<file path="src/hw/rtl/ewc_pkg.sv">
`default_nettype none
package ewc_pkg;

  // Slot and rank fields are carried at the width of the largest directory.
  localparam int unsigned SEL_W = 8;
  localparam int unsigned ID_W = 8;
  localparam int unsigned CFG_IDX_W = 1;
  localparam int unsigned CFG_DATA_W = 9;

  localparam logic [CFG_IDX_W-1:0] CFG_PIVOT = 1'b0;
  localparam logic [CFG_IDX_W-1:0] CFG_CPU_BANK = 1'b1;

  typedef enum logic [1:0] {
    MODE_LOOKUP = 2'd0,
    MODE_FAIL   = 2'd1,
    MODE_FLUSH  = 2'd2
  } mode_e;

  typedef enum logic [1:0] {
    ST_IDLE,
    ST_SCAN,
    ST_DECIDE
  } state_e;

  typedef enum logic [2:0] {
    UPD_NONE,
    UPD_HIT,
    UPD_MISS,
    UPD_FAIL,
    UPD_FLUSH
  } upd_op_e;

  typedef struct packed {
    logic [1:0]      mode;
    logic [ID_W-1:0] expert_id;
  } ewc_in_t;

  typedef struct packed {
    logic            hit;
    logic [4:0]      slot;
    logic            evicted_valid;
    logic [ID_W-1:0] evicted_id;
    logic            use_cpu_bank;
    logic [7:0]      local_index;
    logic            route_error;
  } ewc_res_t;

  typedef struct packed {
    upd_op_e          op;
    logic [SEL_W-1:0] slot;
    logic [SEL_W-1:0] rank;
    logic [ID_W-1:0]  tag;
  } ewc_upd_t;

  typedef struct packed {
    logic             hit_found;
    logic [SEL_W-1:0] hit_slot;
    logic [SEL_W-1:0] hit_rank;
    logic             free_found;
    logic [SEL_W-1:0] free_slot;
    logic             max_set;
    logic [SEL_W-1:0] max_slot;
    logic [SEL_W-1:0] max_rank;
    logic [ID_W-1:0]  max_tag;
  } ewc_pkt_t;

endpackage
`default_nettype wire

</file>
<file path="src/hw/rtl/ewc_cell.sv">
`default_nettype none
module ewc_cell import ewc_pkg::*; #(
  parameter int unsigned CACHE_ENTRIES = 32,
  parameter int unsigned IDX = 0
) (
  input  wire logic            clk_i,
  input  wire logic            rst_ni,
  input  wire logic [ID_W-1:0] id_i,
  input  wire ewc_upd_t        upd_i,
  input  wire ewc_pkt_t        pkt_i,
  output ewc_pkt_t             pkt_o
);

  localparam int unsigned RANK_W = $clog2(CACHE_ENTRIES);
  localparam logic [SEL_W-1:0] MY_SLOT = SEL_W'(IDX);

  logic [ID_W-1:0]   tag_q, tag_d;
  logic              valid_q, valid_d;
  logic [RANK_W-1:0] rank_q, rank_d;
  logic [SEL_W-1:0]  rank_ext;
  logic              is_me;
  ewc_pkt_t          pkt_q, pkt_d;

  assign rank_ext = SEL_W'(rank_q);
  assign is_me = (upd_i.slot == MY_SLOT);

  always_comb begin
    pkt_d = pkt_i;
    if (valid_q && (tag_q == id_i) && !pkt_i.hit_found) begin
      pkt_d.hit_found = 1'b1;
      pkt_d.hit_slot  = MY_SLOT;
      pkt_d.hit_rank  = rank_ext;
    end
    if (!valid_q && !pkt_i.free_found) begin
      pkt_d.free_found = 1'b1;
      pkt_d.free_slot  = MY_SLOT;
    end
    if (!pkt_i.max_set || (rank_ext > pkt_i.max_rank)) begin
      pkt_d.max_set  = 1'b1;
      pkt_d.max_slot = MY_SLOT;
      pkt_d.max_rank = rank_ext;
      pkt_d.max_tag  = tag_q;
    end
  end

  always_comb begin
    tag_d   = tag_q;
    valid_d = valid_q;
    rank_d  = rank_q;
    case (upd_i.op)
      UPD_HIT: begin
        if (is_me) begin
          rank_d = '0;
        end else if (valid_q && (rank_ext < upd_i.rank)) begin
          rank_d = rank_q + 1'b1;
        end
      end
      UPD_MISS: begin
        if (is_me) begin
          tag_d   = upd_i.tag;
          valid_d = 1'b1;
          rank_d  = '0;
        end else if (valid_q) begin
          rank_d = rank_q + 1'b1;
        end
      end
      UPD_FAIL: begin
        if (is_me) begin
          valid_d = 1'b0;
          rank_d  = '0;
        end else if (valid_q && (rank_ext > upd_i.rank)) begin
          rank_d = rank_q - 1'b1;
        end
      end
      UPD_FLUSH: begin
        valid_d = 1'b0;
        rank_d  = '0;
      end
      default: begin
      end
    endcase
  end

  always_ff @(posedge clk_i or negedge rst_ni) begin
    if (!rst_ni) begin
      valid_q <= 1'b0;
      rank_q  <= '0;
    end else begin
      valid_q <= valid_d;
      rank_q  <= rank_d;
    end
  end

  always_ff @(posedge clk_i) begin
    tag_q <= tag_d;
    pkt_q <= pkt_d;
  end

  assign pkt_o = pkt_q;

endmodule
`default_nettype wire

</file>
<file path="src/hw/rtl/ewc_ctrl.sv">
`default_nettype none
module ewc_ctrl import ewc_pkg::*; #(
  parameter int unsigned CACHE_ENTRIES = 32,
  parameter int unsigned NUM_EXPERTS = 256
) (
  input  wire logic                  clk_i,
  input  wire logic                  rst_ni,
  input  wire logic                  start,
  output logic                       busy,
  input  wire ewc_in_t               in_i,
  output logic                       done_o,
  output ewc_res_t                   res_o,
  input  wire logic                  cfg_we_i,
  input  wire logic [CFG_IDX_W-1:0]  cfg_idx_i,
  input  wire logic [CFG_DATA_W-1:0] cfg_wdata_i,
  output logic [ID_W-1:0]            id_o,
  output ewc_upd_t                   upd_o,
  input  wire ewc_pkt_t              pkt_i
);

  localparam int unsigned IDX_W = $clog2(CACHE_ENTRIES);
  localparam logic [IDX_W-1:0] LAST_CELL = IDX_W'(CACHE_ENTRIES - 1);

  state_e           state_q, state_d;
  logic [IDX_W-1:0] cnt_q, cnt_d;
  ewc_in_t          in_q;
  logic [8:0]       pivot_q;
  logic             cpu_bank_q;
  logic [IDX_W-1:0] last_slot_q, last_slot_d;
  logic             pending_q, pending_d;
  logic             done_q, done_d;
  ewc_res_t         res_q, res_d;
  logic             accept;
  logic [SEL_W-1:0] miss_slot;
  logic             route_cpu, route_err;
  logic [7:0]       route_local;

  assign busy   = (state_q != ST_IDLE);
  assign accept = start && (state_q == ST_IDLE);
  assign id_o   = in_q.expert_id;

  assign miss_slot = pkt_i.free_found ? pkt_i.free_slot : pkt_i.max_slot;

  always_comb begin
    route_cpu   = 1'b0;
    route_err   = 1'b0;
    route_local = '0;
    if (32'(in_q.expert_id) >= 32'(NUM_EXPERTS)) begin
      route_err = 1'b1;
    end else if ((pivot_q != '0) && (9'(in_q.expert_id) < pivot_q)) begin
      if (cpu_bank_q) begin
        route_cpu   = 1'b1;
        route_local = in_q.expert_id;
      end else begin
        route_err = 1'b1;
      end
    end else begin
      route_local = 8'(9'(in_q.expert_id) - pivot_q);
    end
  end

  always_comb begin
    state_d     = state_q;
    cnt_d       = cnt_q;
    last_slot_d = last_slot_q;
    pending_d   = pending_q;
    done_d      = 1'b0;
    res_d       = res_q;
    upd_o       = '{op: UPD_NONE, slot: '0, rank: '0, tag: in_q.expert_id};
    case (state_q)
      ST_IDLE: begin
        if (accept) begin
          cnt_d   = '0;
          state_d = (in_i.mode == MODE_LOOKUP) ? ST_SCAN : ST_DECIDE;
        end
      end
      ST_SCAN: begin
        cnt_d = cnt_q + 1'b1;
        if (cnt_q == LAST_CELL) begin
          state_d = ST_DECIDE;
        end
      end
      ST_DECIDE: begin
        state_d = ST_IDLE;
        done_d  = 1'b1;
        res_d   = '0;
        case (in_q.mode)
          MODE_LOOKUP: begin
            res_d.use_cpu_bank = route_cpu;
            res_d.local_index  = route_local;
            res_d.route_error  = route_err;
            if (pkt_i.hit_found) begin
              upd_o.op   = UPD_HIT;
              upd_o.slot = pkt_i.hit_slot;
              upd_o.rank = pkt_i.hit_rank;
              res_d.hit  = 1'b1;
              res_d.slot = 5'(pkt_i.hit_slot);
              pending_d  = 1'b0;
            end else begin
              upd_o.op            = UPD_MISS;
              upd_o.slot          = miss_slot;
              res_d.slot          = 5'(miss_slot);
              res_d.evicted_valid = !pkt_i.free_found;
              res_d.evicted_id    = pkt_i.free_found ? '0 : pkt_i.max_tag;
              pending_d           = 1'b1;
              last_slot_d         = IDX_W'(miss_slot);
            end
          end
          MODE_FAIL: begin
            if (pending_q) begin
              upd_o.op   = UPD_FAIL;
              upd_o.slot = SEL_W'(last_slot_q);
              res_d.slot = 5'(last_slot_q);
            end
            pending_d = 1'b0;
          end
          MODE_FLUSH: begin
            upd_o.op  = UPD_FLUSH;
            pending_d = 1'b0;
          end
          default: begin
          end
        endcase
      end
      default: begin
        state_d = ST_IDLE;
      end
    endcase
  end

  always_ff @(posedge clk_i or negedge rst_ni) begin
    if (!rst_ni) begin
      state_q     <= ST_IDLE;
      cnt_q       <= '0;
      last_slot_q <= '0;
      pending_q   <= 1'b0;
      done_q      <= 1'b0;
      pivot_q     <= '0;
      cpu_bank_q  <= 1'b0;
    end else begin
      state_q     <= state_d;
      cnt_q       <= cnt_d;
      last_slot_q <= last_slot_d;
      pending_q   <= pending_d;
      done_q      <= done_d;
      if (cfg_we_i) begin
        case (cfg_idx_i)
          CFG_PIVOT:    pivot_q    <= cfg_wdata_i;
          CFG_CPU_BANK: cpu_bank_q <= cfg_wdata_i[0];
          default: begin
          end
        endcase
      end
    end
  end

  always_ff @(posedge clk_i) begin
    if (accept) begin
      in_q <= in_i;
    end
    res_q <= res_d;
  end

  assign done_o = done_q;
  assign res_o  = res_q;

  a_done_after_decide: assert property (@(posedge clk_i) disable iff (!rst_ni)
    done_q |-> ($past(state_q) == ST_DECIDE) && (state_q == ST_IDLE))
    else $error("result strobe without a decide cycle");

  a_hit_no_evict: assert property (@(posedge clk_i) disable iff (!rst_ni)
    (done_q && res_q.hit) |-> !res_q.evicted_valid)
    else $error("hit reported an eviction");

  a_route_err_clean: assert property (@(posedge clk_i) disable iff (!rst_ni)
    (done_q && res_q.route_error) |-> (!res_q.use_cpu_bank && (res_q.local_index == '0)))
    else $error("route error with nonzero routing fields");

  a_scan_length: assert property (@(posedge clk_i) disable iff (!rst_ni)
    ((state_q == ST_SCAN) && (cnt_q == LAST_CELL)) |=> (state_q == ST_DECIDE))
    else $error("scan did not end after the last cell");

  a_miss_sets_pending: assert property (@(posedge clk_i) disable iff (!rst_ni)
    (done_q && !res_q.hit && (in_q.mode == MODE_LOOKUP)) |-> pending_q)
    else $error("miss left no pending fill");

endmodule
`default_nettype wire

</file>
<file path="src/hw/rtl/expert_weight_lru_cache.sv">
// Channel  Handshake           Payload
// input    start / busy        in_i (ewc_in_t: mode, expert_id)
// result   done_o strobe       res_o (ewc_res_t)
// config   cfg_we_i            cfg_idx_i, cfg_wdata_i
//
// A lookup passes the scan state, where the search packet moves one cell per cycle
// down the chain, then the decide state decides and updates the cells.
// A fill failure, a flush or an unused mode goes straight to the decide state.
// Reset clears all valid bits, ranks, the pending fill and both registers.
// done_o is high for one cycle only, while res_o holds until the next decision; the
// receiver cannot stall them, and a new item may start in the cycle of the strobe.
`default_nettype none
module expert_weight_lru_cache import ewc_pkg::*; #(
  parameter int unsigned CACHE_ENTRIES = 32,
  parameter int unsigned NUM_EXPERTS = 256
) (
  input  wire logic                  clk_i,
  input  wire logic                  rst_ni,
  input  wire logic                  start,
  output logic                       busy,
  input  wire ewc_in_t               in_i,
  output logic                       done_o,
  output ewc_res_t                   res_o,
  input  wire logic                  cfg_we_i,
  input  wire logic [CFG_IDX_W-1:0]  cfg_idx_i,
  input  wire logic [CFG_DATA_W-1:0] cfg_wdata_i
);

  logic [ID_W-1:0] id_w;
  ewc_upd_t        upd_w;
  ewc_pkt_t        pkt_w [0:CACHE_ENTRIES];

  assign pkt_w[0] = '0;

  for (genvar k = 0; k < CACHE_ENTRIES; k++) begin : g_cell
    ewc_cell #(
      .CACHE_ENTRIES(CACHE_ENTRIES),
      .IDX(k)
    ) u_cell (
      .clk_i (clk_i),
      .rst_ni(rst_ni),
      .id_i  (id_w),
      .upd_i (upd_w),
      .pkt_i (pkt_w[k]),
      .pkt_o (pkt_w[k+1])
    );
  end

  ewc_ctrl #(
    .CACHE_ENTRIES(CACHE_ENTRIES),
    .NUM_EXPERTS(NUM_EXPERTS)
  ) u_ctrl (
    .clk_i      (clk_i),
    .rst_ni     (rst_ni),
    .start      (start),
    .busy       (busy),
    .in_i       (in_i),
    .done_o     (done_o),
    .res_o      (res_o),
    .cfg_we_i   (cfg_we_i),
    .cfg_idx_i  (cfg_idx_i),
    .cfg_wdata_i(cfg_wdata_i),
    .id_o       (id_w),
    .upd_o      (upd_w),
    .pkt_i      (pkt_w[CACHE_ENTRIES])
  );

endmodule
`default_nettype wire
</file>
<file path="config.mk">
export PLATFORM = sky130hd
export DESIGN_NAME = expert_weight_lru_cache
export DESIGN_NICKNAME = d
export VERILOG_FILES = /design/src/hw/rtl/ewc_pkg.sv /design/src/hw/rtl/ewc_cell.sv /design/src/hw/rtl/ewc_ctrl.sv /design/src/hw/rtl/expert_weight_lru_cache.sv
export SDC_FILE = /design/constraint.sdc
export NUM_CORES = 2
export LEC_CHECK = 0
export ABC_AREA = 1
export BUFFER_PORTS_ARGS = -buffer_cell sky130_fd_sc_hd__buf_4
export CORE_AREA = 5 5 443 445
export DETAILED_ROUTE_END_ITERATION = 8
export DIE_AREA = 0 0 448 450
export GPL_ROUTABILITY_DRIVEN = 0
export MAX_ROUTING_LAYER = met4
export PLACE_DENSITY_LB_ADDON = 0.15
export SLEW_MARGIN = 30
export SYNTH_ARGS = -nofsm -noshare
export SYNTH_HDL_FRONTEND = slang
export SYNTH_SLANG_ARGS = --single-unit
</file>
<file path="constraint.sdc">
create_clock -name clk_i -period 6.3 [get_ports clk_i]
set_clock_uncertainty 0.15 [all_clocks]
set_input_delay 0.315 -clock clk_i [delete_from_list [all_inputs] [get_ports clk_i]]
set_output_delay 0.315 -clock clk_i [all_outputs]
set_load 0.05 [all_outputs]
</file>
# Word level (Yosys, flattened, before mapping)
# Cells that the tools add are included.
# totals
out_inout_bits	27
reg_bits	1909
inputBits	24
# op_classes
n_addsub	66
n_eq_ne	234
n_lt_le_gt_ge	96
bitwise_logic	3
mux	409
n_reduce_logical	430
# op_table
cell	n
$mux W5	226
$pmux W5 S4	32
$mux W13	29
$ne A3 B1 Y1 const B	96
$eq A8 B8 Y1	32
$gt A5 B8 Y1	32
$lt A5 B8 Y1	32
$add A5 B1 Y5 const B	33
$logic_and A1 B1 Y1	160
$sub A5 B1 Y5 const B	32
$gt A5 B5 Y1	31
$ne A2 B1 Y1 const B	66
$eq A8 B5 Y1 const B	16
$reduce_and A4 Y1	32
$logic_not A1 Y1	124
$reduce_and A3 Y1	33
$pmux W1 S3	32
$reduce_and A2 Y1	38
$mux W1	69
$eq A8 B4 Y1 const B	8
$mux W8	6
$mux W17	2
$eq A8 B3 Y1 const B	4
$logic_or A1 B1 Y1	30
other kinds (28)	43

# Logic depth before layout (Yosys ltp)
# depth
word_depth	9
ltp_mapped	23

# By module
# Synthesis repeated with hierarchy kept, for this count alone.
# unflattened
hier_cells	11265
hier_area_um2	92592.6
# modules_own_cells
module	instances	area_each_um2	cells_each
ewc_cell (g_cell[21].u_cell ...)	4	2805.2	339
ewc_cell (g_cell[10].u_cell ...)	3	2830.2	341
ewc_cell (g_cell[1].u_cell ...)	3	2829.0	345
ewc_cell (g_cell[20].u_cell ...)	2	2801.4	349
ewc_cell (g_cell[17].u_cell ...)	2	2800.2	349
ewc_cell (g_cell[12].u_cell ...)	2	2797.7	345
ewc_cell (g_cell[23].u_cell ...)	2	2737.6	328
ewc_cell (g_cell[29].u_cell ...)	2	2735.1	330
ewc_cell (g_cell[13].u_cell ...)	2	2722.6	336
ewc_ctrl	1	3349.5	404
ewc_cell (g_cell[8].u_cell)	1	2849.0	338
ewc_cell (g_cell[16].u_cell)	1	2826.5	345
ewc_cell (g_cell[9].u_cell)	1	2808.9	343
ewc_cell (g_cell[28].u_cell)	1	2803.9	338
7 more rows	-	-	-

# Worst setup path after synthesis
# OpenSTA, ideal clock, no wires.
# synth_path
path_kind	reg-to-reg
start	reg u_ctrl.in_q[8] (netlist name)
end	reg g_cell[15].u_cell.rank_q[0]
path_stages_with_launch	23
setup_ns	0.066
path_buffers	1
required_time_ns	6.084
arrival_ns	3.432
setup_slack_ns	2.652
path_cell_list	edfxtp_1 inv_1 ha_1 buf_4 nand2_2 inv_2 nand2_1 nor2_1 ha_1 inv_1 nand2_1 nand2_1 nand2_1 nand2_1 nand2_1 nand3_1 nand2_1 inv_1 nand2_1 nand2_1 nor2_1 nand3_1 nand2_1
# synth_between
elab_chain_cells	7
word_cells_on_any_way	25
cone_classes	2 x order compare; 10 x eq/ne; 8 x mux; 5 x reduce/logical
# synth_lines
item	line_no	rtl
from (decl)	ewc_ctrl.sv:26	ewc_in_t in_q;
from (signal assigned)	ewc_ctrl.sv:159	in_q <= in_i;
$logic_not A2 Y1	ewc_ctrl.sv:87	case (in_q.mode)
$mux W8	ewc_ctrl.sv:87	
$mux W19 (*)	ewc_ctrl.sv:70	case (state_q)
$gt A5 B8 Y1 or $lt A5 B8 Y1 (tied branches)	ewc_cell.sv:71, ewc_cell.sv:54	
$logic_and A1 B1 Y1, on equally long branches	ewc_cell.sv:71, ewc_cell.sv:54	
$ne A3 B1 Y1 (no line)	-	
$reduce_and A4 Y1 (no line)	-	
to (signal assigned)	ewc_cell.sv:90	rank_q <= rank_d;
to (decl)	ewc_cell.sv:19	logic [RANK_W-1:0] rank_q, rank_d;
# Mark *: on every way between the ends. The rest lies on a longest branch, timed or not.
# A chain may end at the register's enable or synchronous reset.

# Final worst setup path
# layout_path
start	reg u_ctrl.in_q[8] (netlist name)
end	reg g_cell[15].u_cell.rank_q[2]
# The elaborated chain is that of the path after synthesis.

==> impl_metrics.tcl <==
set metrics [dict create \
    cp.arrival_ps 5040 \
    grt_pass1_vias 49139 \
    hold_class "input pin to register" \
    yosysWarnings 0 \
    crit_fanout 18 \
    die_y_microns 450 \
    viasPerCell 4.81 \
    rows 161 \
    clock_sinks 1529 \
    worst_slew_pin_slew_ps 954 \
    area_delta_synth_final_pct 13.8 \
    netlist_instances 7609 \
    dp_slack_ps 1820 \
    synth_edf_count 291 \
    place_inst 10023 \
    gr-total-overflow 0 \
    setup_violations 0 \
    vias 49823 \
    track_usage 0.189 \
    powerDensity_mw_per_mm2 484 \
    detail-route-antenna-nets 0 \
    final_nets 8141 \
    ys_seq_elements 1529 \
    async_flop_share 0.141 \
    clockBufferDepth 3 \
    die_w_microns 448 \
    syn_nets 8056 \
    max_freq_ghz 0.224 \
    io_buffers 50 \
    multiInputGateArea_sq_mm 0.0268 \
    seq_area_sq_mm 0.0346 \
    routed_wl_microns 188000 \
    max_slew_margin 0.360 \
    fillers 19256 \
    wire_per_inst_microns 18.2 \
    core_sq_mm 0.192 \
    clk_latency_ps 820 \
    finalMaxSlewViolations 0 \
    synth.distinct_cells 52 \
    peakVddDrop_uv 251 \
    synth_area_sq_mm 0.0667 \
    r2r_slack_ps 1840 \
    grt_first_pass_wirelength_microns 291000 \
    hold_violations 0 \
    outcome "completed" \
    cts_tree "yes" \
    finalCriticalPeriod_ps 4460 \
    grt_start_max_net_pins 121 \
    fin_setup_tns_ps 0 \
    antenna_found_initial 0 \
    drv_cap 0 \
    ioPinCount 51 \
    setup_ws_ps 1840 \
    worst-setup-path-type "register to register" \
    cts_buffers 165 \
    startpoint_type "register" \
    synth_ff_type "dfxtp_1" \
    dr.pass1.iters 6 \
    h-tree-depth 4 \
    final_cells 10365 \
    grt_setup_unrepaired "no" \
    postLayoutCoreUtil 0.396 \
    critPathRequiredTime_ps 6870 \
    root_buffer "clkbuf_16" \
    holdWs_ps 77.0 \
    drc 0 \
    endpoint_kind "register" \
    initial_core_util 0.348 \
    fin_crit_sh 0.708 \
    power.leakage_nw 34.7 \
    drive_gt1_frac 0.0916 \
    dp.final_hpwl_microns 133000 \
    drt_iter0_markers 3905 \
    path_clk_slew_ps 60 \
    avgSynthCellArea_sq_um 8.76 \
    ys_seq_area_frac 0.519 \
    die_area_sq_mm 0.202 \
]
-- power breakdown --
group | leakage, nW | total, W | internal [W] | switching [W]
Combinational | 17.9 | 0.0131 | 0.00420 | 0.00887
Clock | 2.84 | 0.0102 | 0.00594 | 0.00421
Sequential | 13.9 | 0.0135 | 0.0123 | 0.00123
Total | 34.7 | 0.0367 | 0.0224 | 0.0143
-- registers in the layout (all words and copies together) (netlist names), 2 cells and up --
register	cells
u_ctrl.res_o	25
g_cell.u_cell.tag_q	256
u_ctrl.pivot_q	9
g_cell.u_cell.valid_q	32
u_ctrl.cnt_q	5
u_ctrl.state_q	2
u_ctrl.id_o	8
g_cell.u_cell.rank_q	160
g_cell.u_cell.pkt_o	1022
u_ctrl.in_q	2
u_ctrl.last_slot_q	5
-- Yosys cell counts, types with 3 or more instances --
library cell  count  area share
a211oi_1         18      0.0020
a21o_1           27      0.0030
a21oi_1         212       0.016
a21oi_4           6      0.0015
a221oi_1          9      0.0012
buf_1            19      0.0011
buf_2            65      0.0049
buf_4             9      0.0010
buf_6             7      0.0012
clkbuf_1        118      0.0066
clkinv_1         21      0.0012
dfrtp_1         216       0.081
dfxtp_1        1022        0.31
edfxtp_1        291        0.13
ha_1            422       0.079
inv_1          1121       0.063
inv_2             9     0.00051
mux2_2            5     0.00084
nand2_1        1679       0.095
nand2_2          34      0.0032
nand2_4           3     0.00051
nand3_1         365       0.027
nand3b_1          8     0.00090
nand4_1         128       0.012
nor2_1          320       0.018
nor2_2           14      0.0013
nor2_4           20      0.0034
nor3_1           22      0.0017
nor4_1           15      0.0014
o2111ai_1         6     0.00079
o211ai_1         34      0.0038
o21ai_0         598       0.045
o21ai_1           3     0.00023
o21bai_1         27      0.0030
o22ai_1         205       0.019
or2_2           227       0.021
xnor2_1          93       0.012
xor2_1          192       0.025
-- layout make-up --
type	count	area share
diodes	2	0.0000659
clock buffers	223	0.0625
multi-input cells	4711	0.353
well taps	2526	0.0416
inverters	1151	0.0570
repair buffers	136	0.0154
flip-flops and latches	1529	0.456
clock inverters	87	0.0142
-- worst paths after layout --
path | from | cells past startpoint | endpoint
worst max-delay path | u_ctrl.in_q[8] | 20 | g_cell[15].u_cell.rank_q[2]
worst min-delay path | in_i[3] | 2 | u_ctrl.id_o[3]
worst max register to register | u_ctrl.in_q[8] | 20 | g_cell[15].u_cell.rank_q[2]
worst min register to register | g_cell[11].u_cell.pkt_o[43] | 2 | g_cell[12].u_cell.pkt_o[43]
max in group asynchronous | rst_ni | 4 | g_cell[21].u_cell.rank_q[2]
min in group asynchronous | rst_ni | 3 | g_cell[4].u_cell.rank_q[1]
-- critical path, cell delays in order, from the launching register on --
cell	delay (ps)
edfxtp_1	440
inv_1	110
ha_1	540
nand2_2	130
inv_2	200
nand3_2	720
buf_4	550
ha_1	350
nand2_1	70
inv_1	40
nand2_1	60
nand2_1	40
nand2_1	70
nand3_1	60
nand2_1	70
inv_1	50
nand2_1	60
nand2_1	130
nor2_1	300
nand3_1	120
nand2_1	80
-- layout by cell type (no fill, tap or decap), drive strengths merged, types with 216 or more instances in the layout --
cell type,synthesis,final
a21oi,220,220
clkbuf,118,223
dfrtp,216,216
dfxtp,1022,1022
edfxtp,291,291
ha,422,422
inv,1130,1145
nand2,1716,1716
nand3,367,367
nor2,354,354
o21ai,601,601
or2,227,227
-- cell families (layout without fill, tap and decap cells) --
| logic type | count (synthesis) | in the layout | share of synthesized area |
|---|---|---|---|
| xor gates and xnor gates | 285 | 285 | 0.0374 |
| and+or+nand+nor | 2842 | 2842 | 0.187 |
| buffers and inverters | 1369 | 1597 | 0.0796 |
| muxes | 5 | 5 | 0.000844 |
| AOI/OAI and AO/OA | 1156 | 1156 | 0.0970 |
| adders and majority gates | 423 | 423 | 0.0795 |
| DFF | 1529 | 1529 | 0.519 |
| other | 0 | 2 | 0 |
-- through the flow --
| step | total power [W] | cell area, sq um |
|---|---|---|
| floorplan | 0.0228 | 66700 |
| global placement | 0.0267 | 69700 |
| detailed placement | 0.0268 | 69700 |
| CTS | 0.0371 | 75900 |
| global route | 0.0396 | 75900 |
| finish | 0.0367 | 75900 |
-- layer usage --
| layer | up-vias | wire (microns) | track usage |
|---|---|---|---|
| li1 | 24770 | - | - |
| met1 | 23769 | 91300 | 0.262 |
| met2 | 1030 | 84200 | 0.292 |
| met3 | 254 | 8890 | 0.0297 |
| met4 | 0 | 3970 | 0.0439 |
| met5 | - | 0 | - |
-- timing repair --
item,in CTS,in global routing
buffers inserted,0,0
hold buffers,28,1
gates resized for setup,0,0
endpoints found under the hold margin,128,38
No activity file was read; power rests on OpenSTA's default activity.
